[config.mk]
export PLATFORM = sky130hd
export DESIGN_NAME = rk4s_div3
export DESIGN_NICKNAME = d
export VERILOG_FILES = /design/src/rk4s_pkg.sv /design/src/rk4s_div3.sv
export SDC_FILE = /design/constraint.sdc
export NUM_CORES = 1
export LEC_CHECK = 0
export ABC_AREA = 1
export ABC_CLOCK_PERIOD_IN_PS = 2750
export BUFFER_PORTS_ARGS = -buffer_cell sky130_fd_sc_hd__buf_4
export CAP_MARGIN = 25
export CELL_PAD_IN_SITES_DETAIL_PLACEMENT = 1
export CELL_PAD_IN_SITES_GLOBAL_PLACEMENT = 2
export CORE_ASPECT_RATIO = 1.2
export CORE_MARGIN = 1
export CORE_UTILIZATION = 28
export CTS_CLUSTER_DIAMETER = 120
export DETAILED_ROUTE_END_ITERATION = 10
export GPL_TIMING_DRIVEN = 0
export PLACE_DENSITY = 0.77
export SKIP_LAST_GASP = 1
export SLEW_MARGIN = 20
export SYNTH_ARGS = -nofsm -noshare
export SYNTH_HDL_FRONTEND = slang
export SYNTH_SLANG_ARGS = --single-unit
[constraint.sdc]
create_clock -name clk -period 2.75 [get_ports clk]
set_input_delay 0.825 -clock clk [delete_from_list [all_inputs] [get_ports clk]]
set_output_delay 0.825 -clock clk [all_outputs]
set_load 0.005 [all_outputs]
[src/rk4s_pkg.sv]
`timescale 1ns / 1ps

package rk4s_pkg;

  localparam int QW        = 64;
  localparam int FRAC      = 32;
  localparam int HW        = 32;
  localparam int DT_W      = 63;
  localparam int STO_W     = 24;
  localparam int NIB_W     = 4;
  localparam int CFG_IDX_W = 3;

  typedef logic signed [QW-1:0]  q_t;
  typedef logic [DT_W-1:0]       dt_t;
  typedef logic [STO_W-1:0]      sto_t;
  typedef logic [CFG_IDX_W-1:0]  cfg_idx_t;

  localparam q_t Q_MAX = {1'b0, {(QW-1){1'b1}}};
  localparam q_t Q_MIN = {1'b1, {(QW-1){1'b0}}};

  typedef struct packed {
    q_t   infection_coef;
    q_t   recovery_rate;
    q_t   inflow_rate;
    dt_t  step_size;
    sto_t stoich_packed;
  } cfg_t;

  typedef struct packed {
    logic start;
    q_t   op_a;
    q_t   op_b;
  } mul_req_t;

  typedef struct packed {
    logic done;
    q_t   product;
    logic sat;
  } mul_rsp_t;

  typedef struct packed {
    logic start;
    logic by_six;
    q_t   dividend;
  } div_req_t;

  typedef struct packed {
    logic done;
    q_t   quotient;
  } div_rsp_t;

endpackage

[src/rk4s_div3.sv]
`timescale 1ns / 1ps

module rk4s_div3 (
  input  logic               clk,
  input  logic               rst_n,
  input  rk4s_pkg::div_req_t req,
  output rk4s_pkg::div_rsp_t rsp
);

  localparam int QW     = rk4s_pkg::QW;
  localparam int DIGITS = 4;
  localparam int ITER   = QW / DIGITS;
  localparam int CNT_W  = $clog2(ITER);
  localparam logic [2:0] DIVISOR = 3'd3;

  logic             busy_r;
  logic             fin_r;
  logic [CNT_W-1:0] cnt_r;
  logic             neg_r;
  logic             six_r;
  logic [QW-1:0]    mag_r;
  logic [QW-1:0]    mag_nxt;
  logic [1:0]       rem_r;
  logic [1:0]       rem_nxt;
  logic [2:0]       trial;
  logic             qbit;
  logic [QW-1:0]    qmag;

  always_comb begin
    mag_nxt = mag_r;
    rem_nxt = rem_r;
    trial   = '0;
    qbit    = 1'b0;
    for (int j = 0; j < DIGITS; j++) begin
      trial   = {rem_nxt, mag_nxt[QW-1]};
      qbit    = (trial >= DIVISOR);
      rem_nxt = qbit ? 2'(trial - DIVISOR) : trial[1:0];
      mag_nxt = {mag_nxt[QW-2:0], qbit};
    end
    qmag = six_r ? (mag_r >> 1) : mag_r;
  end

  assign rsp.done     = fin_r;
  assign rsp.quotient = neg_r ? -qmag : qmag;

  always_ff @(posedge clk) begin
    if (!rst_n) begin
      busy_r <= 1'b0;
      fin_r  <= 1'b0;
      cnt_r  <= '0;
    end else if (req.start) begin
      busy_r <= 1'b1;
      fin_r  <= 1'b0;
      cnt_r  <= '0;
    end else if (busy_r) begin
      cnt_r <= cnt_r + CNT_W'(1);
      if (cnt_r == CNT_W'(ITER - 1)) begin
        busy_r <= 1'b0;
        fin_r  <= 1'b1;
      end
    end else begin
      fin_r <= 1'b0;
    end
  end

  always_ff @(posedge clk) begin
    if (req.start) begin
      mag_r <= req.dividend[QW-1] ? -req.dividend : req.dividend;
      rem_r <= '0;
      neg_r <= req.dividend[QW-1];
      six_r <= req.by_six;
    end else if (busy_r) begin
      mag_r <= mag_nxt;
      rem_r <= rem_nxt;
    end
  end

endmodule

Word level (Yosys, flattened, before mapping)
Cells that the tools add are included.

storage, ports and cells
  bits in registers = 74
  latch bits = 0
  RAM bits = 0
  ROM bits = 0
  input port bits = 68
  memories kept = 0

cells by class
  add/subtract/negate cells = 7
  multipliers = 0
  divide/modulo/power cells = 0
  order comparisons = 4
  equality and inequality tests = 1
  shift operators = 0
  mux-type cells = 12
  bitwise logic cells = 2
  reductions and logical operators = 3

operators by type and width
  cell                                                                                 count
  64-bit 2-to-1 mux                                                                    5
  64-bit negator                                                                       2
  3-bit by 2-bit greater-or-equal comparator with 1-bit output, second input constant  4
  2-bit 2-to-1 mux                                                                     4
  2-bit subtractor, second input constant                                              4
  4-bit by 1-bit adder with 4-bit output, second input constant                        1
  4-bit equality test, second input constant                                           1
  1-bit 2-to-1 mux                                                                     3
  3-bit OR reduction                                                                   1
  1-bit inverter                                                                       2
  2-bit nonzero test                                                                   1
  2-bit OR reduction                                                                   1

Logic depth before layout (Yosys ltp)
  word-level depth = 9
  depth in mapped cells = 25
  gate-level depth less buffers = 25

Worst setup path before layout
No wires, ideal clock.

  path type = flip-flop to flip-flop
  start = register mag_r[63]
  end = register mag_r[0] (data pin)
  arrival time = 2.729 ns
  setup slack = -0.248 ns
  stages on the path, launching flop included = 23
  path buffers = 0
  clock period less this slack = 2.998 ns
  cells stage by stage = edfxtp_1 -> ha_1 -> nor2_1 -> nand3_1 -> nand2_1 -> ha_1 -> inv_1 -> nand2_1 -> nor2_1 -> nand2_1 -> nand2_1 -> nand2_1 -> inv_1 -> ha_1 -> inv_1 -> nand2_1 -> nor2_1 -> o21ai_0 -> ha_1 -> inv_1 -> nand4_1 -> nand3_1 -> o21ai_0

between the ends
  cells in the longest elaborated chain, start to end = 9

RTL lines
  item                                                                                              line                              text
  start: declaration                                                                                rk4s_div3.sv:21                   logic [QW-1:0] mag_r;
  start signal: assignment                                                                          rk4s_div3.sv:68                   mag_r <= req.dividend[QW-1] ? -req.dividend : req.dividend;
  start signal: assignment                                                                          rk4s_div3.sv:73                   mag_r <= mag_nxt;
  3-bit by 2-bit greater-or-equal comparator with 1-bit output or 2-bit subtractor (tied branches)  rk4s_div3.sv:36, rk4s_div3.sv:37
  2-bit 2-to-1 mux *                                                                                rk4s_div3.sv:37                   rem_nxt = qbit ? 2'(trial - DIVISOR) : trial[1:0];
  3-bit by 2-bit greater-or-equal comparator with 1-bit output or 2-bit subtractor (tied branches)  rk4s_div3.sv:36, rk4s_div3.sv:37
  2-bit 2-to-1 mux *                                                                                rk4s_div3.sv:37
  3-bit by 2-bit greater-or-equal comparator with 1-bit output or 2-bit subtractor (tied branches)  rk4s_div3.sv:36, rk4s_div3.sv:37
  2-bit 2-to-1 mux *                                                                                rk4s_div3.sv:37
  3-bit by 2-bit greater-or-equal comparator with 1-bit output *                                    rk4s_div3.sv:36                   qbit = (trial >= DIVISOR);
  64-bit 2-to-1 mux *                                                                               rk4s_div3.sv:72                   end else if (busy_r) begin
  64-bit 2-to-1 mux *                                                                               rk4s_div3.sv:67                   if (req.start) begin

Mark *: on every way between the ends. The rest lies on a longest branch, timed or not. The select of a mux whose other input is x is not followed.
A chain may end at the register's enable or synchronous reset.

==> results.toml <==
[sta]
fin_skew_ps = 10.8
rsz0062_at_grt = "yes"
relSlewSlack = 0.436
holdWs_ps = 483
period_share = 1.29
worst_slew_pin_slew_ps = 846
hold_violations = 0
setup_violations = 67
timing.final.ws_setup_ps = -799
layout_min_cycle_time_ps = 3550
maxSlewViolCount = 0
fmax_ghz = 0.282

[cells_and_area]
nets = 1697
drive_gt1_frac = 0.331
area_delta_synth_final_pct = 46.1
num_antenna_cells = 0
nFillCells = 3770

[cts]
cts.path.max_buffers = 2
clock-sinks = 74
cts_buffers = 9
path_clk_slew_ps = 60
cts_max_level = 3
cts_tree = "built"
clk_latency_ps = 340
cts_root_buffer = "clkbuf_16"

[drt]
vias_per_cell = 4.91
ant_nets = 0
wl_per_cell_um = 18.7
drc = 0
first_iter_violations = 476
vias = 9898
routed_wl_mm = 37.8
dr.pass1.iters = 4

[placed_design]
gp_congestion = 0.928
dp_hpwl_mm = 30.5
portBuffers = 132

[die]
core_sq_um = 29600
ios = 133
start_util = 0.285
die_y_um = 192
num_rows = 69
die_w_um = 161
die_area_sq_um = 30900

[power_and_ir_drop]
p_comb_frac = 0.526
total_power_uw = 5670
power_switching_uw = 2320
powerDensity_nw_per_um2 = 459
pwr-share-clk = 0.203
p_leak_uw = 0.00528
ir_worst_vdd_mv = 0.286
netSwitchingFraction = 0.409
sequentialPowerShare = 0.272
p_int_uw = 3350

[setup_path]
startpoint_type = "register"
end_kind = "output port"
r2r_cells = 22
critPathRequiredTime_ps = 1930
path_class = "register to output port"
crit_arrival_ps = 2720
critical_path_peak_fanout = 10

[logic_synthesis]
syn-cell-area_sq_um = 8450
synth.area.top_cells = "edfxtp_1, nand2_1, xor2_1"
synth_area_per_cell_sq_um = 6.09
yosys_warnings = 0
syn-instance-count = 1388
synth_top_cell_by_area = "edfxtp_1"
seq_area_frac_synth = 0.253
syn-num-nets = 1463
synth_top_area_frac = 0.234
synth_cell_types = 38
ys_ff_latch = 74

[grt]
grt_max_degree = 35
met3_usage = 0.00967
grt_pass1_wl_mm = 56.6
antenna_found_initial = 1
met1_usage = 0.294
grt_use_total = 0.240
grt_pass1_vias = 10100
grt_overflow = 0
grt_busiest_layer = "met2"
grt.met2_usage = 0.443

[min_path]
hp-class = "register to register"
min_path_cells = 2

[flow_run]
maxCapViolCount = 0

[run_status]
status = "finished, violations left"
violations = "setup timing"
-- stage by stage --
stage	utilization	setup TNS [ps]	std cells	instance area, sq um	setup slack [ps]
after global placement	0.337	-79350	1910	9960	-844
after floorplan	-	-651	1388	8490	-131
after CTS	0.388	-40180	1988	11500	-772
after global routing	0.417	-50040	2017	12300	-929
final	0.417	-39730	2017	12300	-799
after detailed placement	0.338	-33250	1912	10000	-982
-- state kept, by name, indices dropped and copies added (netlist names) --
name / flops
neg_r: 1
six_r: 1
cnt_r: 4
mag_r: 64
busy_r: 1
fin_r: 1
rem_r: 2
-- kinds of logic after synthesis --
| family | Yosys count | share of synthesized area |
|---|---|---|
| AND/OR/NAND/NOR | 783 | 0.393 |
| buffers and inverters | 219 | 0.110 |
| AO/OA/AOI/OAI | 201 | 0.126 |
| XOR/XNOR | 104 | 0.108 |
| flip-flops | 74 | 0.253 |
| adder cells (fa/ha/maj) | 7 | 0.0104 |
-- final cells by class --
| cell class | count | area (sq um) | share of cell area |
|---|---|---|---|
| flip-flops and latches | 74 | 2140 | 0.174 |
| plain buffers | 47 | 333 | 0.0270 |
| repair buffers | 223 | 1770 | 0.143 |
| well taps | 390 | 488 | 0.0395 |
| clock buffers | 11 | 233 | 0.0188 |
| multi-input cells | 1095 | 6680 | 0.541 |
| clock inverters | 5 | 55.1 | 0.00446 |
| inverters | 172 | 649 | 0.0526 |
-- power by group through the flow --
stage	clock [uW]	sequential, uW	combinational, uW
after global placement	0	1540	2110
after CTS	1160	1530	2670
final	1150	1540	2980
after detailed placement	0	1540	2150
after global routing	1190	1560	3240
after floorplan	0	1490	1250
-- path summary, 6_finish.rpt --
path | start | endpoint | slack, ps
worst min register to register | cnt_r[3]$_SDFFE_PP0P_ | cnt_r[3]$_SDFFE_PP0P_ | 480
worst max-delay path | six_r$_DFFE_PP_ | rsp[55] | -800
worst min-delay path | cnt_r[3]$_SDFFE_PP0P_ | cnt_r[3]$_SDFFE_PP0P_ | 480
worst max register to register | mag_r[63]$_DFFE_PP_ | mag_r[0]$_DFFE_PP_ | -230
-- layer usage --
| layer | up-vias | part of all wire |
|---|---|---|
| li1 | 4931 | - |
| met1 | 4717 | 0.43 |
| met2 | 198 | 0.51 |
| met3 | 50 | 0.026 |
| met4 | 2 | 0.031 |
| met5 | - | 0.00021 |
-- worst max-delay path: stages, from the launching register on --
cell and delay, ps:
edfxtp_1 380, buf_6 150, buf_12 140, buf_12 150, nand2_2 90, o21ai_4 80
nor2_2 160, nand2_2 120, nor2_4 100, inv_1 60, nor3_1 200, inv_1 150
o21ai_2 190, xor2_1 240, buf_4 150
-- Yosys cell counts --
library cell and n:
nand2_1 401, nor2_1 198, inv_1 167, o21ai_0 116, xor2_1 86, nand3_1 78
edfxtp_1 66, o21ai_1 44, nand4_1 31, clkbuf_1 21, nor3_1 21, a21oi_1 19
xnor2_1 18, nor2_2 13, buf_6 12, o21ai_2 11, buf_1 10, nor4_1 10
nand2_2 9, a31oi_1 8, dfxtp_1 8, ha_1 7, inv_2 5, or2_2 5
nor2_4 4, nor3_2 3, and2_1 2, and3_1 2, buf_2 2, nand3_2 2
nand3b_1 2, a211oi_1 1, buf_4 1, buf_8 1, nor3b_1 1, o211ai_1 1
o31ai_1 1, or2_1 1
-- cell usage in the layout, fill, tap and decap left out, drive strengths merged --
cell        n
a21oi      19
clkinv      2
and2        2
buf       247
xnor2      18
nor2      215
o31ai       1
inv       171
nor3       24
nand3      80
a211oi      1
clkbuf     33
nand2     410
bufinv      1
a31oi       8
o21ai     171
and3        2
xor2       86
dfxtp       8
ha          7
nand3b      2
o211ai      1
nand4      31
or2         6
edfxtp     66
nor3b       1
clkinvlp    3
bufbuf      1
nor4       10
-- what timing repair did --
action	in CTS	in global routing
gates resized for setup	200	154
setup buffers	59	28
hold buffers	0	0
pin swaps	73	68
endpoints found under the setup margin	68	85
hold endpoints to repair	0	0
cloned	1	1
Note: power is estimated with default switching activity, not from simulation.
