$ cat config.mk
export PLATFORM = sky130hd
export DESIGN_NAME = rk4s_qmul
export DESIGN_NICKNAME = d
export VERILOG_FILES = /design/src/rk4s_pkg.sv /design/src/rk4s_qmul.sv
export SDC_FILE = /design/constraint.sdc
export NUM_CORES = 2
export LEC_CHECK = 0
export ABC_AREA = 1
export BUFFER_PORTS_ARGS = -buffer_cell sky130_fd_sc_hd__clkbuf_2
export CELL_PAD_IN_SITES_DETAIL_PLACEMENT = 2
export CELL_PAD_IN_SITES_GLOBAL_PLACEMENT = 2
export CORE_MARGIN = 2
export CORE_UTILIZATION = 34
export CTS_CLUSTER_DIAMETER = 200
export DETAILED_ROUTE_END_ITERATION = 6
export PLACE_DENSITY_LB_ADDON = 0.05
export SYNTH_ARGS = -nofsm -noshare
export SYNTH_HDL_FRONTEND = slang
export SYNTH_SLANG_ARGS = --single-unit
$ cat constraint.sdc
create_clock -name clk -period 7.5 [get_ports clk]
set_input_delay 1.5 -clock clk [delete_from_list [all_inputs] [get_ports clk]]
set_output_delay 1.5 -clock clk [all_outputs]
set_load 0.01 [all_outputs]
$ cat src/rk4s_pkg.sv
`timescale 1ns / 1ps

package rk4s_pkg;

  localparam int QW        = 64;
  localparam int FRAC      = 32;
  localparam int HW        = 32;
  localparam int DT_W      = 63;
  localparam int STO_W     = 24;
  localparam int NIB_W     = 4;
  localparam int CFG_IDX_W = 3;

  typedef logic signed [QW-1:0]  q_t;
  typedef logic [DT_W-1:0]       dt_t;
  typedef logic [STO_W-1:0]      sto_t;
  typedef logic [CFG_IDX_W-1:0]  cfg_idx_t;

  localparam q_t Q_MAX = {1'b0, {(QW-1){1'b1}}};
  localparam q_t Q_MIN = {1'b1, {(QW-1){1'b0}}};

  typedef struct packed {
    q_t   infection_coef;
    q_t   recovery_rate;
    q_t   inflow_rate;
    dt_t  step_size;
    sto_t stoich_packed;
  } cfg_t;

  typedef struct packed {
    logic start;
    q_t   op_a;
    q_t   op_b;
  } mul_req_t;

  typedef struct packed {
    logic done;
    q_t   product;
    logic sat;
  } mul_rsp_t;

  typedef struct packed {
    logic start;
    logic by_six;
    q_t   dividend;
  } div_req_t;

  typedef struct packed {
    logic done;
    q_t   quotient;
  } div_rsp_t;

endpackage

$ cat src/rk4s_qmul.sv
`timescale 1ns / 1ps

module rk4s_qmul (
  input  logic               clk,
  input  logic               rst_n,
  input  rk4s_pkg::mul_req_t req,
  output rk4s_pkg::mul_rsp_t rsp
);

  localparam int QW   = rk4s_pkg::QW;
  localparam int HW   = rk4s_pkg::HW;
  localparam int FRAC = rk4s_pkg::FRAC;
  localparam int AW   = 2 * QW;

  localparam logic [2:0] ST_FIX_A = 3'd5;
  localparam logic [2:0] ST_FIX_B = 3'd6;
  localparam logic [2:0] ST_LAST  = 3'd7;

  logic          busy_r;
  logic [2:0]    step_r;
  logic [QW-1:0] a_r;
  logic [QW-1:0] b_r;
  logic [QW-1:0] pp_r;
  logic [QW-1:0] pp_nxt;
  logic [1:0]    off_r;
  logic [1:0]    off_nxt;
  logic [AW-1:0] acc_r;
  logic [AW-1:0] acc_nxt;
  logic [AW-1:0] addend;
  logic [HW-1:0] fx;
  logic [HW-1:0] fy;
  logic [QW-1:0] hi;
  logic [QW-1:0] lo;
  logic          ovf;

  always_comb begin
    fx      = step_r[1] ? a_r[QW-1:HW] : a_r[HW-1:0];
    fy      = step_r[0] ? b_r[QW-1:HW] : b_r[HW-1:0];
    pp_nxt  = fx * fy;
    off_nxt = 2'(step_r[0]) + 2'(step_r[1]);
    hi      = acc_r[AW-1:QW];
    lo      = acc_r[QW-1:0];

    unique case (off_r)
      2'd0:    addend = AW'(pp_r);
      2'd1:    addend = AW'(pp_r) << HW;
      default: addend = AW'(pp_r) << QW;
    endcase

    acc_nxt = acc_r;
    unique case (step_r)
      3'd1, 3'd2, 3'd3, 3'd4: acc_nxt = acc_r + addend;
      ST_FIX_A: if (a_r[QW-1]) acc_nxt[AW-1:QW] = hi - b_r;
      ST_FIX_B: if (b_r[QW-1]) acc_nxt[AW-1:QW] = hi - a_r;
      default: acc_nxt = acc_r;
    endcase

    ovf = (|hi[QW-1:FRAC-1]) && !(&hi[QW-1:FRAC-1]);
  end

  assign rsp.done    = busy_r && (step_r == ST_LAST);
  assign rsp.sat     = ovf;
  assign rsp.product = ovf ? (hi[QW-1] ? rk4s_pkg::Q_MIN : rk4s_pkg::Q_MAX)
                           : {hi[FRAC-1:0], lo[QW-1:FRAC]};

  always_ff @(posedge clk) begin
    if (!rst_n) begin
      busy_r <= 1'b0;
      step_r <= '0;
    end else if (req.start) begin
      busy_r <= 1'b1;
      step_r <= '0;
    end else if (busy_r) begin
      step_r <= step_r + 3'd1;
      if (step_r == ST_LAST) begin
        busy_r <= 1'b0;
      end
    end
  end

  always_ff @(posedge clk) begin
    pp_r  <= pp_nxt;
    off_r <= off_nxt;
    if (req.start) begin
      a_r   <= req.op_a;
      b_r   <= req.op_b;
      acc_r <= '0;
    end else begin
      acc_r <= acc_nxt;
    end
  end

endmodule

* Word-level counts from Yosys, hierarchy flattened
Cells that the tools add are included.
** Cells by class
- Bitwise gates (word level) :: 1
- $mul :: 1
- Shift operators :: 0
- $lt $le $gt $ge :: 0
- Muxes and demuxes :: 11
- Divide/modulo/power cells :: 0
- Add/sub/neg operators :: 5
- Reductions and logical operators :: 10
- Equality and inequality tests :: 10
** Operators by type and width (number)
- 64-bit 2-to-1 mux :: 4
- 128-bit case mux with 2 select lines :: 1
- 64-bit case mux with 3 select lines :: 1
- 128-bit adder :: 1
- 64-bit subtractor :: 2
- 32-bit by 32-bit multiplier with 64-bit output :: 1
- 32-bit 2-to-1 mux :: 2
- 33-bit AND reduction :: 1
- 33-bit OR reduction :: 1
- 3-bit equality test, second input constant :: 4
- 3-bit by 2-bit equality test with 1-bit output, second input constant :: 2
- 2-bit inequality test, second input constant :: 2
- 4-bit OR reduction :: 1
- 3-bit by 1-bit adder with 3-bit output, second input constant :: 1
- 3-bit by 1-bit equality test with 1-bit output, second input constant :: 1
- 1-bit 2-to-1 mux :: 3
- 3-bit AND reduction :: 1
- 3-bit nonzero test :: 1
- 1-bit by 1-bit adder with 2-bit output :: 1
- 2-bit by 1-bit equality test with 1-bit output, second input constant :: 1
- 1-bit logical AND :: 2
- 2-bit zero test :: 1
- 2-bit OR reduction :: 1
- 1-bit zero test :: 1
- 1-bit NOT :: 1
** Storage, ports and cells
- Bits of input ports :: 131
- RAM bits :: 0
- Output and inout port bits :: 66
- Logic and storage cells :: 46
- Flip-flop bits (word level) :: 326
- Bits in read-only memories :: 0
- Memories kept :: 0
- Latch bits :: 0

* Logic depth before layout (Yosys ltp)
- Word-level depth :: 4
- Depth in mapped cells :: 36
- Mapped depth without buffers :: 32

* Worst setup path after synthesis
Ideal clock, no wire load.
- Kind :: reg2reg
- Start :: register step_r[0]
- End :: register pp_r[62]
- Path slack :: 425 ps
- Arrival :: 6962 ps
- Cell stages (with the launch flop) :: 29
- Clock period less this slack :: 7075 ps
- Path buffers :: 3
- Cells stage by stage :: dfxtp_1 buf_2 buf_1 o21ai_1 clkbuf_1 nor2_1 fa_1 inv_1 fa_1 fa_1 fa_1 inv_1 fa_1 inv_1 fa_1 inv_1 fa_1 fa_1 ha_1 nand2_1 nor2_1 inv_1 nor2_2 nand4_1 o2111ai_1 a21oi_2 or2_2 nand3_1 nand2_1
** Between the ends
- Word-level cells in the longest chain between the ends :: 2
** RTL lines
- start: declaration :: RTL line rk4s_qmul.sv:20 : logic [2:0] step_r;
- start signal: assignment :: RTL line rk4s_qmul.sv:74 : step_r <= step_r + 3'd1;
- 32-bit 2-to-1 mux :: RTL line rk4s_qmul.sv:38 : fy = step_r[0] ? b_r[QW-1:HW] : b_r[HW-1:0];
- 32-bit by 32-bit multiplier with 64-bit output :: RTL line rk4s_qmul.sv:39 : pp_nxt = fx * fy;
- net pp_nxt[62] :: RTL line rk4s_qmul.sv:24 : logic [QW-1:0] pp_nxt;
- end signal: assignment :: RTL line rk4s_qmul.sv:82 : pp_r <= pp_nxt;
- end: declaration :: RTL line rk4s_qmul.sv:23 : logic [QW-1:0] pp_r;
The timed path passes the listed nets, and every way through them passes these cells.
A chain may end at the register's enable or synchronous reset.

* Worst setup path in the final report
- Start :: register step_r[1]
- End :: register pp_r[39]
** Between the ends
- Word-level cells in the longest chain between the ends :: 2
** RTL lines
- 32-bit 2-to-1 mux :: RTL line rk4s_qmul.sv:37 : fx = step_r[1] ? a_r[QW-1:HW] : a_r[HW-1:0];
- 32-bit by 32-bit multiplier with 64-bit output :: RTL line rk4s_qmul.sv:39
- net pp_nxt[39] :: RTL line rk4s_qmul.sv:24
The timed path passes the listed nets, and every way through them passes these cells.

==> out/metrics.csv <==
stage,metric,value,unit
clock_network,hold_buffers,0,
sta,fin_skew,0.0527,ns
sta,finalCritPeriodShare,106,%
setup_path,critical_path_class,reg -> reg,
min_path,worst_hold_path.endpoint,step_r[0]$_SDFFE_PP0P_,
min_path,hp-class,reg -> reg,
sta,tns,-12.26,ns
status,violations,"max-capacitance violations, max-slew violations, negative setup slack",
final_layout,area_growth,19.9,%
clock_network,clock-sinks,326,
sta,fin_ws,-0.436,ns
routing,dr_total_vias,67300,
setup_path,rrSetupSlack,-0.44,ns
synthesis,syn_inst,9531,
sta,tightest_slew,1.55,ns
synthesis,synthArstFlopShare,0,%
setup_path,crit_path_max_incr_delay,0.61,ns
clock_network,htree_levels,2,
synthesis,synth_fp_nets,11000,
sta,relSlewSlack,-4.45,%
setup_path,path_buf_inv,9,
setup_path,crit_top_cell,fa_1,
final_layout,final_common_cell,nand2_1,
clock_network,clkTransAtPathRegs,0.07,ns
grt,grt_usage,37.4,%
synthesis,synth_ff_type,dfxtp_1,
setup_path,ff2ff_path_depth,28,
placement,hpwl,323000,microns
final_layout,final_nets,11700,
floorplan,fp.dieH,441,microns
placement,io_buffers,196,
routing,drtIter0Drc,4378,
routing,drc,0,
synthesis,yosys_warnings,0,
routing,routed_wl,375000,microns
setup_path,worst-path-max-fanout,21,
floorplan,core_area,190000,sq um
clock_network,clockRootBuffer,clkbuf_16,
setup_path,cp-end-kind,flop,
status,status,finished with violations,
grt,grt_pass1_vias,74400,
sta,hold_viol_final,0,
floorplan,dieArea,194000,sq um
setup_path,cp_top_family,adder cells,
synthesis,synth_edf_count,128,
routing,drt_first_pass_iters,5,
synthesis,ys_seq_area_share,12.0,%
placement,routabilityCongestion,0.993,
synthesis,syn_area_per_cell,6.81,sq um
routing,drtAntennaViolNets,0,
synthesis,netlist_area,64900,sq um
setup_path,reg2reg_from,step_r[1]$_SDFFE_PP0P_,
grt,busiest_layer,met2,
final_layout,final_cell_mix,"2386 x nand2_1, 2168 x inv_1, 1070 x nor2_1",
clock_network,insertion_delay,0.68,ns
grt,grt_use_met3,4.73,%
routing,avgRoutedWirePerCell,29.4,microns
setup_path,critPathLaunchType,flop,
grt,grt_pass1_wl,521000,microns
routing,via_per_inst,5.28,
sta,min_period,7.94,ns
floorplan,start_util,34.2,%
sta,rsz0062_at_grt,yes,
synthesis,netlist-cell-type-count,54,
sta,fmax,0.126,GHz
min_path,worst_hold_path.num_cells,2,
sta,setup_viol,44,
clock_network,cts_tree,built,
grt,overflow,0,
floorplan,die_w,441,microns
sta,slew_violations,2,
grt,use_met2,65.4,%
setup_path,critPathArrivalTime,8.44,ns
clock_network,cts_buffers,45,
run,maxCapViolCount,1,
setup_path,worst_r2r_endpoint,pp_r[39]$_DFF_P_,
setup_path,required,8.01,ns
setup_path,crit_slowest_cell,fa_1,
floorplan,row_count,160,
final_layout,layout-drive-gt1-share,14.9,%
min_path,hold_start,busy_r$_SDFF_PN0_,
grt,use_met1,44.5,%
floorplan,io_pins,197,
grt,grt_max_degree,115,
synthesis,synth_seq_cells,326,
clock_network,clockBufferDepth,3,
grt,antenna_found_initial,37,
## per-layer routing
metal,vias up,share of wire (%)
met5,-,0.079
met4,12,6.8
met3,756,5.1
met2,2013,49
met1,34600,39
li1,29900,-
## Yosys cell counts, types with 36 or more instances
master / instances / area share [%]
edfxtp_1: 128 / 5.9
nand4_1: 36 / 0.35
a21oi_1: 434 / 3.3
nand2_2: 42 / 0.40
dfxtp_1: 198 / 6.1
ha_1: 458 / 8.8
xor2_1: 103 / 1.4
o21ai_1: 49 / 0.38
nor2_2: 64 / 0.62
o21bai_1: 38 / 0.44
nor3_1: 57 / 0.44
inv_1: 2206 / 13
o21ai_0: 391 / 3.0
nor2_1: 1117 / 6.5
nand3_1: 252 / 1.9
nand2_1: 2417 / 14
o22ai_1: 64 / 0.62
or2_2: 38 / 0.37
clkbuf_1: 218 / 1.3
fa_1: 898 / 28
buf_2: 39 / 0.30
## cells by family after synthesis
group	Yosys count	synth area share (%)
adders and majority gates	1356	36.5
xor gates and xnor gates	127	1.71
buffers and inverters	2520	14.7
DFF	326	12.0
muxes	30	0.463
and+or+nand+nor	4110	25.7
AOI/OAI and AO/OA	1062	8.83
## worst register-to-register path, delay by kind of cell (launching register included)
family          cells  cell delay [ns]
xor+xnor            1             0.30
fa+ha+maj           9             4.48
flops               1             0.38
simple gates        7             1.41
compound gates      2             0.21
buf+inv             9             1.01
## worst max path at each step
stage | startpoint | to | slack (ns) | cells past startpoint
floorplan | step_r[0]$_SDFFE_PP0P_ | pp_r[62]$_DFF_P_ | 0.43 | 28
CTS | step_r[1]$_SDFFE_PP0P_ | pp_r[62]$_DFF_P_ | 0.0007 | 32
global route | step_r[1]$_SDFFE_PP0P_ | pp_r[48]$_DFF_P_ | -0.58 | 35
detailed placement | step_r[1]$_SDFFE_PP0P_ | pp_r[31]$_DFF_P_ | -0.50 | 23
global placement | step_r[1]$_SDFFE_PP0P_ | pp_r[31]$_DFF_P_ | -0.36 | 24
finish | step_r[1]$_SDFFE_PP0P_ | pp_r[39]$_DFF_P_ | -0.44 | 28
## timing repair
| action | in CTS | in global routing |
|---|---|---|
| endpoints found under the setup margin | 40 | 42 |
| gates resized for setup | 197 | 269 |
| setup buffers | 19 | 36 |
| cloned | 1 | 2 |
| pin swaps | 37 | 67 |
## through the flow
step	setup WS (ns)	utilization, %	hold slack [ns]	cell area [sq um]	instances
6_report	-0.436	40.9	0.520	77800	12800
5_1_grt	-0.575	40.9	0.549	77700	12700
4_1_cts	0.000748	40.2	0.513	76400	12700
3_5_place_dp	-0.503	38.8	0.501	73800	12600
3_3_place_gp	-0.363	38.8	0.470	73800	12600
2_1_floorplan	0.425	-	0.457	64900	9531
## state kept, by name (all words and copies together), names as in the netlist
register / flops
a_r: 64
acc_r: 128
b_r: 64
busy_r: 1
off_r: 2
pp_r: 64
step_r: 3
## final cells by class
type / count / area [sq um]
fillers: 22700 / 112000
multi-input cells: 6685 / 49300
inverters: 2254 / 8500
flip-flops and latches: 326 / 7820
repair buffers: 875 / 7490
well taps: 2511 / 3140
clock buffers: 57 / 1240
clock inverters: 26 / 262
diodes: 18 / 45.0
Power is not shown: default switching activity piles up to over one toggle a cycle in this logic, so the estimate is an artifact.
