[config.mk]
export PLATFORM = sky130hd
export DESIGN_NAME = rk4s_seq_flat
export DESIGN_NICKNAME = d
export VERILOG_FILES = /design/src/rk4s_pkg.sv /design/src/rk4s_in_if.sv /design/src/rk4s_out_if.sv /design/src/rk4s_seq.sv /design/src/flat_wrapper.sv
export SDC_FILE = /design/constraint.sdc
export NUM_CORES = 2
export LEC_CHECK = 0
export ABC_AREA = 1
export BUFFER_PORTS_ARGS = -buffer_cell sky130_fd_sc_hd__buf_2
export CAP_MARGIN = 15
export CORE_MARGIN = 2
export CORE_UTILIZATION = 30
export DETAILED_ROUTE_END_ITERATION = 10
export SYNTH_ARGS = -nofsm -noshare
export SYNTH_HDL_FRONTEND = slang
export SYNTH_SLANG_ARGS = --single-unit
[constraint.sdc]
create_clock -name clk -period 33.5 [get_ports clk]
set_input_delay 3.35 -clock clk [delete_from_list [all_inputs] [get_ports clk]]
set_output_delay 3.35 -clock clk [all_outputs]
set_load 0.005 [all_outputs]
[src/rk4s_pkg.sv]
`timescale 1ns / 1ps

package rk4s_pkg;

  localparam int QW        = 64;
  localparam int FRAC      = 32;
  localparam int HW        = 32;
  localparam int DT_W      = 63;
  localparam int STO_W     = 24;
  localparam int NIB_W     = 4;
  localparam int CFG_IDX_W = 3;

  typedef logic signed [QW-1:0]  q_t;
  typedef logic [DT_W-1:0]       dt_t;
  typedef logic [STO_W-1:0]      sto_t;
  typedef logic [CFG_IDX_W-1:0]  cfg_idx_t;

  localparam q_t Q_MAX = {1'b0, {(QW-1){1'b1}}};
  localparam q_t Q_MIN = {1'b1, {(QW-1){1'b0}}};

  typedef struct packed {
    q_t   infection_coef;
    q_t   recovery_rate;
    q_t   inflow_rate;
    dt_t  step_size;
    sto_t stoich_packed;
  } cfg_t;

  typedef struct packed {
    logic start;
    q_t   op_a;
    q_t   op_b;
  } mul_req_t;

  typedef struct packed {
    logic done;
    q_t   product;
    logic sat;
  } mul_rsp_t;

  typedef struct packed {
    logic start;
    logic by_six;
    q_t   dividend;
  } div_req_t;

  typedef struct packed {
    logic done;
    q_t   quotient;
  } div_rsp_t;

endpackage

[src/rk4s_in_if.sv]
`timescale 1ns / 1ps

interface rk4s_in_if;
  logic          valid;
  logic          ready;
  logic          load_initial;
  rk4s_pkg::q_t  initial_s;
  rk4s_pkg::q_t  initial_i;
  rk4s_pkg::q_t  time_value;

  modport source (
    output valid, load_initial, initial_s, initial_i, time_value,
    input  ready
  );
  modport sink (
    input  valid, load_initial, initial_s, initial_i, time_value,
    output ready
  );
endinterface

[src/rk4s_out_if.sv]
`timescale 1ns / 1ps

interface rk4s_out_if;
  logic          valid;
  logic          ready;
  rk4s_pkg::q_t  time_out;
  rk4s_pkg::q_t  s_out;
  rk4s_pkg::q_t  i_out;
  logic          saturated;

  modport source (
    output valid, time_out, s_out, i_out, saturated,
    input  ready
  );
  modport sink (
    input  valid, time_out, s_out, i_out, saturated,
    output ready
  );
endinterface

[src/rk4s_seq.sv]
`timescale 1ns / 1ps

module rk4s_seq (
  input  logic               clk,
  input  logic               rst_n,
  input  rk4s_pkg::cfg_t     cfg,
  rk4s_in_if.sink            in_ch,
  rk4s_out_if.source         out_ch,
  output rk4s_pkg::mul_req_t mul_req,
  input  rk4s_pkg::mul_rsp_t mul_rsp,
  output rk4s_pkg::div_req_t div_req,
  input  rk4s_pkg::div_rsp_t div_rsp
);

  localparam int QW    = rk4s_pkg::QW;
  localparam int FRAC  = rk4s_pkg::FRAC;
  localparam int NIB_W = rk4s_pkg::NIB_W;
  localparam int DT_W  = rk4s_pkg::DT_W;

  localparam logic [1:0] STAGE_FIRST   = 2'd0;
  localparam logic [1:0] STAGE_FULL_DT = 2'd2;
  localparam logic [1:0] STAGE_LAST    = 2'd3;

  typedef enum logic [3:0] {
    ST_IDLE  = 4'b0001,
    ST_ISSUE = 4'b0010,
    ST_WAIT  = 4'b0100,
    ST_DONE  = 4'b1000
  } state_t;

  typedef enum logic [3:0] {
    OP_SI     = 4'd0,
    OP_H0     = 4'd1,
    OP_H1     = 4'd2,
    OP_ST_0S  = 4'd3,
    OP_ST_0I  = 4'd4,
    OP_ST_1S  = 4'd5,
    OP_ST_1I  = 4'd6,
    OP_ST_2S  = 4'd7,
    OP_ST_2I  = 4'd8,
    OP_DIV_S  = 4'd9,
    OP_DIV_I  = 4'd10,
    OP_Y_S    = 4'd11,
    OP_Y_I    = 4'd12,
    OP_X_S    = 4'd13,
    OP_X_I    = 4'd14
  } op_t;

  state_t           state_r, state_nxt;
  op_t              op_r, op_nxt;
  logic [1:0]       stage_r, stage_nxt;
  logic             sat_r, sat_nxt;
  logic             out_valid_r, out_valid_nxt;

  rk4s_pkg::q_t     xs_r, xi_r;
  rk4s_pkg::q_t     ys_r, yi_r;
  rk4s_pkg::q_t     t_r, h0_r, h1_r;
  rk4s_pkg::q_t     d0_r, d1_r;
  rk4s_pkg::q_t     sum_s_r, sum_i_r;
  rk4s_pkg::q_t     time_r;
  rk4s_pkg::q_t     out_time_r, out_s_r, out_i_r;
  logic             out_sat_r;

  logic             accept;
  logic             is_div;
  logic             uses_add;
  logic             unit_done;
  logic             wb;
  logic             out_load;
  logic [2:0]       sto_j;
  logic [NIB_W-1:0] sto_nib;
  rk4s_pkg::q_t     sto_q;
  rk4s_pkg::q_t     h_sel;
  rk4s_pkg::q_t     half_q;
  rk4s_pkg::q_t     dt_q;
  rk4s_pkg::q_t     step_mul;
  rk4s_pkg::q_t     mul_a, mul_b;
  rk4s_pkg::q_t     add_a, add_b, add_sum, add_res;
  logic             add_ovf;

  assign accept   = in_ch.valid && in_ch.ready;
  assign out_load = (state_r == ST_DONE) && (!out_valid_r || out_ch.ready);

  always_comb begin
    is_div    = (op_r == OP_DIV_S) || (op_r == OP_DIV_I);
    unit_done = is_div ? div_rsp.done : mul_rsp.done;
    wb        = (state_r == ST_WAIT) && unit_done;
    sto_j     = 3'(op_r - OP_ST_0S);
    sto_nib   = cfg.stoich_packed[NIB_W*sto_j +: NIB_W];
    sto_q     = {{(QW-FRAC-NIB_W){sto_nib[NIB_W-1]}}, sto_nib, {FRAC{1'b0}}};
    half_q    = {2'b00, cfg.step_size[DT_W-1:1]};
    dt_q      = {1'b0, cfg.step_size};
    step_mul  = (stage_r == STAGE_FULL_DT) ? dt_q : half_q;

    unique case (sto_j[2:1])
      2'd0:    h_sel = h0_r;
      2'd1:    h_sel = h1_r;
      default: h_sel = cfg.inflow_rate;
    endcase

    mul_a    = '0;
    mul_b    = '0;
    add_a    = '0;
    uses_add = 1'b1;
    unique case (op_r)
      OP_SI: begin
        mul_a    = cfg.infection_coef;
        mul_b    = ys_r;
        uses_add = 1'b0;
      end
      OP_H0: begin
        mul_a    = t_r;
        mul_b    = yi_r;
        uses_add = 1'b0;
      end
      OP_H1: begin
        mul_a    = cfg.recovery_rate;
        mul_b    = yi_r;
        uses_add = 1'b0;
      end
      OP_ST_0S, OP_ST_0I, OP_ST_1S, OP_ST_1I, OP_ST_2S, OP_ST_2I: begin
        mul_a = sto_q;
        mul_b = h_sel;
        add_a = sto_j[0] ? d1_r : d0_r;
      end
      OP_DIV_S: add_a = sum_s_r;
      OP_DIV_I: add_a = sum_i_r;
      OP_Y_S: begin
        mul_a = d0_r;
        mul_b = step_mul;
        add_a = xs_r;
      end
      OP_Y_I: begin
        mul_a = d1_r;
        mul_b = step_mul;
        add_a = xi_r;
      end
      OP_X_S: begin
        mul_a = sum_s_r;
        mul_b = dt_q;
        add_a = xs_r;
      end
      OP_X_I: begin
        mul_a = sum_i_r;
        mul_b = dt_q;
        add_a = xi_r;
      end
      default: uses_add = 1'b0;
    endcase

    add_b   = is_div ? div_rsp.quotient : mul_rsp.product;
    add_sum = add_a + add_b;
    add_ovf = (add_a[QW-1] == add_b[QW-1]) && (add_sum[QW-1] != add_a[QW-1]);
    add_res = add_ovf ? (add_a[QW-1] ? rk4s_pkg::Q_MIN : rk4s_pkg::Q_MAX) : add_sum;
  end

  assign mul_req.start    = (state_r == ST_ISSUE) && !is_div;
  assign mul_req.op_a     = mul_a;
  assign mul_req.op_b     = mul_b;
  assign div_req.start    = (state_r == ST_ISSUE) && is_div;
  assign div_req.by_six   = (stage_r == STAGE_FIRST) || (stage_r == STAGE_LAST);
  assign div_req.dividend = (op_r == OP_DIV_I) ? d1_r : d0_r;

  assign in_ch.ready      = (state_r == ST_IDLE);
  assign out_ch.valid     = out_valid_r;
  assign out_ch.time_out  = out_time_r;
  assign out_ch.s_out     = out_s_r;
  assign out_ch.i_out     = out_i_r;
  assign out_ch.saturated = out_sat_r;

  always_comb begin
    state_nxt     = state_r;
    op_nxt        = op_r;
    stage_nxt     = stage_r;
    sat_nxt       = sat_r;
    out_valid_nxt = out_valid_r;
    if (out_ch.ready) begin
      out_valid_nxt = 1'b0;
    end
    unique case (state_r)
      ST_IDLE: begin
        if (accept) begin
          sat_nxt   = 1'b0;
          op_nxt    = OP_SI;
          stage_nxt = STAGE_FIRST;
          state_nxt = in_ch.load_initial ? ST_DONE : ST_ISSUE;
        end
      end
      ST_ISSUE: state_nxt = ST_WAIT;
      ST_WAIT: begin
        if (unit_done) begin
          sat_nxt = sat_r | (!is_div && mul_rsp.sat) | (uses_add && add_ovf);
          if (op_r == OP_DIV_I && stage_r == STAGE_LAST) begin
            op_nxt    = OP_X_S;
            state_nxt = ST_ISSUE;
          end else if (op_r == OP_Y_I) begin
            op_nxt    = OP_SI;
            stage_nxt = stage_r + 2'd1;
            state_nxt = ST_ISSUE;
          end else if (op_r == OP_X_I) begin
            state_nxt = ST_DONE;
          end else begin
            op_nxt    = op_t'(4'(op_r) + 4'd1);
            state_nxt = ST_ISSUE;
          end
        end
      end
      ST_DONE: begin
        if (out_load) begin
          out_valid_nxt = 1'b1;
          state_nxt     = ST_IDLE;
        end
      end
      default: state_nxt = ST_IDLE;
    endcase
  end

  always_ff @(posedge clk) begin
    if (!rst_n) begin
      state_r     <= ST_IDLE;
      op_r        <= OP_SI;
      stage_r     <= STAGE_FIRST;
      sat_r       <= 1'b0;
      out_valid_r <= 1'b0;
      xs_r        <= '0;
      xi_r        <= '0;
    end else begin
      state_r     <= state_nxt;
      op_r        <= op_nxt;
      stage_r     <= stage_nxt;
      sat_r       <= sat_nxt;
      out_valid_r <= out_valid_nxt;
      if (accept && in_ch.load_initial) begin
        xs_r <= in_ch.initial_s;
        xi_r <= in_ch.initial_i;
      end else if (wb && op_r == OP_X_S) begin
        xs_r <= add_res;
      end else if (wb && op_r == OP_X_I) begin
        xi_r <= add_res;
      end
    end
  end

  always_ff @(posedge clk) begin
    if (accept) begin
      time_r  <= in_ch.time_value;
      ys_r    <= xs_r;
      yi_r    <= xi_r;
      sum_s_r <= '0;
      sum_i_r <= '0;
    end else if (wb) begin
      unique case (op_r)
        OP_SI: begin
          t_r  <= mul_rsp.product;
          d0_r <= '0;
          d1_r <= '0;
        end
        OP_H0: h0_r <= mul_rsp.product;
        OP_H1: h1_r <= mul_rsp.product;
        OP_ST_0S, OP_ST_1S, OP_ST_2S: d0_r <= add_res;
        OP_ST_0I, OP_ST_1I, OP_ST_2I: d1_r <= add_res;
        OP_DIV_S: sum_s_r <= add_res;
        OP_DIV_I: sum_i_r <= add_res;
        OP_Y_S:   ys_r    <= add_res;
        OP_Y_I:   yi_r    <= add_res;
        default: ;
      endcase
    end
    if (out_load) begin
      out_time_r <= time_r;
      out_s_r    <= xs_r;
      out_i_r    <= xi_r;
      out_sat_r  <= sat_r;
    end
  end

endmodule

[src/flat_wrapper.sv]
// flat-port wrapper written by rule: the top's interface ports become plain ports
module rk4s_seq_flat 
  (clk, rst_n, cfg, mul_req, mul_rsp, div_req, div_rsp, in_ch_valid, in_ch_load_initial, in_ch_initial_s, in_ch_initial_i, in_ch_time_value, in_ch_ready, out_ch_valid, out_ch_time_out, out_ch_s_out, out_ch_i_out, out_ch_saturated, out_ch_ready);
  rk4s_in_if in_ch_i ();
  rk4s_out_if out_ch_i ();
  input  logic clk;
  input  logic rst_n;
  input  rk4s_pkg::cfg_t cfg;
  output rk4s_pkg::mul_req_t mul_req;
  input  rk4s_pkg::mul_rsp_t mul_rsp;
  output rk4s_pkg::div_req_t div_req;
  input  rk4s_pkg::div_rsp_t div_rsp;
  input wire logic [$bits(in_ch_i.valid)-1:0] in_ch_valid;
  input wire logic [$bits(in_ch_i.load_initial)-1:0] in_ch_load_initial;
  input wire logic [$bits(in_ch_i.initial_s)-1:0] in_ch_initial_s;
  input wire logic [$bits(in_ch_i.initial_i)-1:0] in_ch_initial_i;
  input wire logic [$bits(in_ch_i.time_value)-1:0] in_ch_time_value;
  output wire logic [$bits(in_ch_i.ready)-1:0] in_ch_ready;
  output wire logic [$bits(out_ch_i.valid)-1:0] out_ch_valid;
  output wire logic [$bits(out_ch_i.time_out)-1:0] out_ch_time_out;
  output wire logic [$bits(out_ch_i.s_out)-1:0] out_ch_s_out;
  output wire logic [$bits(out_ch_i.i_out)-1:0] out_ch_i_out;
  output wire logic [$bits(out_ch_i.saturated)-1:0] out_ch_saturated;
  input wire logic [$bits(out_ch_i.ready)-1:0] out_ch_ready;
  assign in_ch_i.valid = in_ch_valid;
  assign in_ch_i.load_initial = in_ch_load_initial;
  assign in_ch_i.initial_s = in_ch_initial_s;
  assign in_ch_i.initial_i = in_ch_initial_i;
  assign in_ch_i.time_value = in_ch_time_value;
  assign in_ch_ready = in_ch_i.ready;
  assign out_ch_valid = out_ch_i.valid;
  assign out_ch_time_out = out_ch_i.time_out;
  assign out_ch_s_out = out_ch_i.s_out;
  assign out_ch_i_out = out_ch_i.i_out;
  assign out_ch_saturated = out_ch_i.saturated;
  assign out_ch_i.ready = out_ch_ready;
  rk4s_seq u_core (.clk(clk), .rst_n(rst_n), .cfg(cfg), .in_ch(in_ch_i), .out_ch(out_ch_i), .mul_req(mul_req), .mul_rsp(mul_rsp), .div_req(div_req), .div_rsp(div_rsp));
endmodule
# --- After elaboration in Yosys (flattened, before gate mapping) ---
# Index checks and enable logic that the tools add are counted.
word_totals:
  output_inout_bits: 390
  register_bits: 973
classes:
  n_shift: 1
  mux: 50
  bitwise_logic: 3
  n_addsub: 4
  n_eq_ne: 30
  reduce_logical: 51
ops:
  columns: ["op", "n"]
  rows:
  - ["two-way mux 64 bit", 16]
  - ["one-hot mux 64 bit (5 select lines)", 2]
  - ["one-hot mux 64 bit (8 select lines)", 1]
  - ["one-hot mux 64 bit (2 select lines)", 3]
  - ["adder 64 bit", 1]
  - ["two-way mux 63 bit", 1]
  - ["two-way mux 4 bit", 12]
  - ["equality test 4 bit (second input constant)", 8]
  - ["indexed part select 24 x 6 -> 4 bit", 1]
  - ["AND reduction 3 bit", 7]
  - ["equality test 4 x 3 -> 1 bit (second input constant)", 5]
  - ["one-hot mux 4 bit (4 select lines)", 1]
  - ["nonzero test 2 bit", 8]
  - ["equality test 4 x 2 -> 1 bit (second input constant)", 3]
  - ["logical AND 1 bit", 12]
  - ["OR reduction 12 bit", 1]
  - ["AND reduction 2 bit", 5]
  - ["OR reduction 2 bit", 5]
  - ["equality test 4 x 1 -> 1 bit (second input constant)", 2]
  - ["two-way mux 2 bit", 4]
  - ["one-hot mux 4 bit (2 select lines)", 1]
  - ["two-way mux 1 bit", 7]
  - ["!= test 2 x 1 -> 1 bit (second input constant)", 3]
  - ["!= test 2 bit (second input constant)", 3]
  - ["other kinds (20)", 27]

# --- Logic depth before layout (Yosys ltp) ---
depth:
  ltp_word: 10
  ltp_mapped: 33

# --- Worst setup path before layout ---
# OpenSTA, ideal clock, no wires.
synth_timing:
  path_kind: "input port to flip-flop"
  startpoint: "input out_ch_ready"
  endpoint: "register u_core.out_i_r[0] (netlist: u_core.out_ch.i_out[0]) (enable)"
  arrival_ps: 12685
  setup_slack_ps: 20003
  required_time_ps: 32689
  stages: 2
  n_path_buf: 0
  path_cell_list: "inv_1 a21oi_1"
synth_via:
  elab_chain_cells: 2
synth_lines:
  columns: ["element", "line", "text"]
  rows:
  - ["from (decl)", "flat_wrapper.sv:24", "input wire logic [$bits(out_ch_i.ready)-1:0] out_ch_ready;"]
  - ["logical OR 1 bit", "rk4s_seq.sv:82", "assign out_load = (state_r == ST_DONE) && (!out_valid_r || out_ch.ready);"]
  - ["logical AND 1 bit", "rk4s_seq.sv:82", null]
  - ["named net u_core.out_load", "rk4s_seq.sv:69", "logic out_load;"]
  - ["to (signal assigned)", "rk4s_seq.sv:272", "out_i_r <= xi_r;"]
  - ["to (decl)", "rk4s_seq.sv:61", "rk4s_pkg::q_t out_time_r, out_s_r, out_i_r;"]
# The timed path passes the listed nets, and every way through them passes these cells.
# A chain may end at the register's enable or synchronous reset.

==> summary.txt <==
Sequential fraction of the synthesis area: 53.05%
CP endpoint kind: primary output
Nets: 7613
Number of fill cells: 17280
Startpoint types: flip-flop
Fin. Hold Viols: 0
Clock Skews: 0.06791 ns
Overall Global Routing Usage: 30.71%
First-pass iteration count of the detailed router: 6
Worst hold-check path type: reg -> reg
Synth warn: 0
Remaining Overflow, GRT: 0
Reg clk slew, reported paths: 0.06 ns
Worst slew margin: 3.961%
Setup Viol. Count Final: 0
Shortest period the worst path allows: 9.932 ns
Synthesis-to-layout area growth: 22.26%
RSZ-0062 raised after global routing: no
Most instantiated cells after synthesis: nand2_1, inv_1, edfxtp_1
Critical Path, Cell by Cell: clkinv_2 > ha_1 > inv_1 > nand2_1 > nand3_4 > nand2_4 > inv_2 > buf_4 > nor4_4 > buf_4 > inv_1 > o2111ai_1 > buf_2
Footprint of the multi-input gates: 19450 um^2
Wire length on met2: 118.7 mm
CP max FO: 44
Share of layout cells above drive strength 1: 19.67%
Root buf cell: clkbuf_16
Num rows: 149
Post-CTS setup buffers: 0
Final slew viol count: 0
Status: finished, final reports clean
Max-cap violations: 0
Post-DP HPWL: 203.7 mm
Die W: 412.3 um
Largest net degree at the start of global routing: 168
P_leak: 27.07 nW
Final wirelength: 272.9 mm
Synth top area cells: edfxtp_1, nand2_1, dfxtp_1, inv_1, a21oi_1
Mapped Area: 50020 um^2
Met1 wire length: 109.4 mm
Via count: 50110
Final Non-Filler Cells: 9239
Initial antenna violation count: 72
Unique masters post-synth: 52
Crit path largest cell delay: 0.82 ns
CP required: 30.15 ns
Synth Register Bits: 973
Via-per-instance ratio: 5.424
Slew @ Worst Pin: 1.441 ns
H-tree Lvls: 3
First-pass GRT wire length: 365.1 mm
Buffers on Ports: 996
Syn nets: 6742
DR top layer: met5
Top cell type's share of synthesized area: 42.32%
Final TNS setup: 0 ns
Hold-fix buffers, CTS: 0
Placed cell count: 9012
Most common cell in the netlist: nand2_1
Average size of a mapped cell: 8.247 um^2
Hold Slack: 0.4128 ns
PwrDens: 55.74 nW/um^2
Max Freq: 100.7 MHz
DIE AREA: 170000 um^2
CP Class: reg -> out
Slowest CP cell: dfxtp_2
Post-Synthesis Cells: 6065
Top Ports: 997
Clock Latency Late Sink: 0.78 ns
Vias in the first global route: 46340
Fin crit share: 29.65%
Post-CTS resize count: 0
DR iter-0 viols: 6822
EDFF count, synth: 705
Final Power: 0.003409 W
Top FF cell, synth: edfxtp_1
Die Height: 412.3 um
# DRC: 0
Biggest area consumer among synthesized cells: edfxtp_1
TritonCTS Buffers: 111
Initial Util: 30.25%
CTS max path bufs: 3
Met3 routed WL: 31.55 mm
Number of nets with antenna violations after routing: 0
VDD IR-drop max: 0.06116 mV
Data arrival time of the critical path: 6.58 ns
CTS sink count: 973
Final GP Congestion: 0.9944
Core area: 165400 um^2
Reg area: 26540 um^2
CTS tree: built
Ys async rst share: 0%
Drt wl/cell: 29.54 um
[path summary, 6_finish.rpt]
| kind | startpoint | end | slack, ns | cells after the start |
|---|---|---|---|---|
| worst max-delay path | u_core.op_r[0] | mul_req[112] | 23.57 | 13 |
| worst min-delay path | u_core.time_r[17] | u_core.out_ch.time_out[17] | 0.41 | 0 |
| worst max register to register | u_core.op_r[0] | u_core.ys_r[42] | 24.66 | 22 |
| worst min register to register | u_core.time_r[17] | u_core.out_ch.time_out[17] | 0.41 | 0 |
[through the flow]
step	instance area (um^2)	utilization (%)	setup WS (ns)
floorplan	50020	-	20.00
global placement	57340	34.67	24.68
detailed placement	57340	34.67	24.57
CTS	61110	36.95	23.74
global route	61120	36.96	23.48
finish	61150	36.98	23.57
[final cells by class]
type,count,share of cell area [%]
Multi-Input combinational cell,3986,31.80
Clock inverter,54,1.005
Clock buffer,154,5.158
Inverter,778,4.788
Antenna cell,19,0.07775
Sequential cell,973,43.39
Tap cell,2189,4.479
Timing Repair Buffer,1086,9.301
[cells by family (layout without fill, tap and decap cells)]
group           after synthesis  in the layout  synth area share [%]
flops                       973            973                 53.05
compound gates             1341           1341                 15.32
mux                           1              1               0.02001
simple gates               2544           2544                 20.85
xor+xnor                     30             30                0.5253
other cells                   0             19                     0
buf+inv                    1106           2072                 8.472
fa+ha+maj                    70             70                 1.766
[worst max-delay path: cells and delay by family (launching register included)]
family,cells,cell delay [ns]
AOI/OAI and AO/OA,1,0.32
DFF,1,0.82
adders and majority gates,1,0.53
buffers and inverters,7,2.76
and+or+nand+nor,4,1.22
[placed cells by master, fill, tap and decap left out, drive strengths merged, types with 2 or more instances in the layout]
cell	instances
nand2	1935
buf	1086
inv	778
edfxtp	705
a21oi	541
o21ai	458
nor2	293
dfxtp	268
nand3	166
clkbuf	154
nand4	106
o22ai	105
a22oi	72
ha	69
a221oi	68
clkinv	38
o221ai	35
o2111ai	27
nor3	21
diode	19
nand3b	16
xor2	16
o211ai	14
xnor2	14
a22o	10
clkinvlp	9
bufinv	7
o21bai	4
nor4	4
or2	3
a211oi	2
[layer usage]
layer,track usage (%),vias up
met5,0,-
met2,46.73,3257
met4,13.63,42
met1,40.41,24150
li1,-,22120
met3,8.769,549
[power breakdown]
part	leakage (nW)	internal, W	switching (W)
logic	16.6	0.000168	0.000484
registers	8.71	0.00143	0.0000616
clock network	1.81	0.000718	0.000550
No activity file was read; power rests on OpenSTA's default activity.
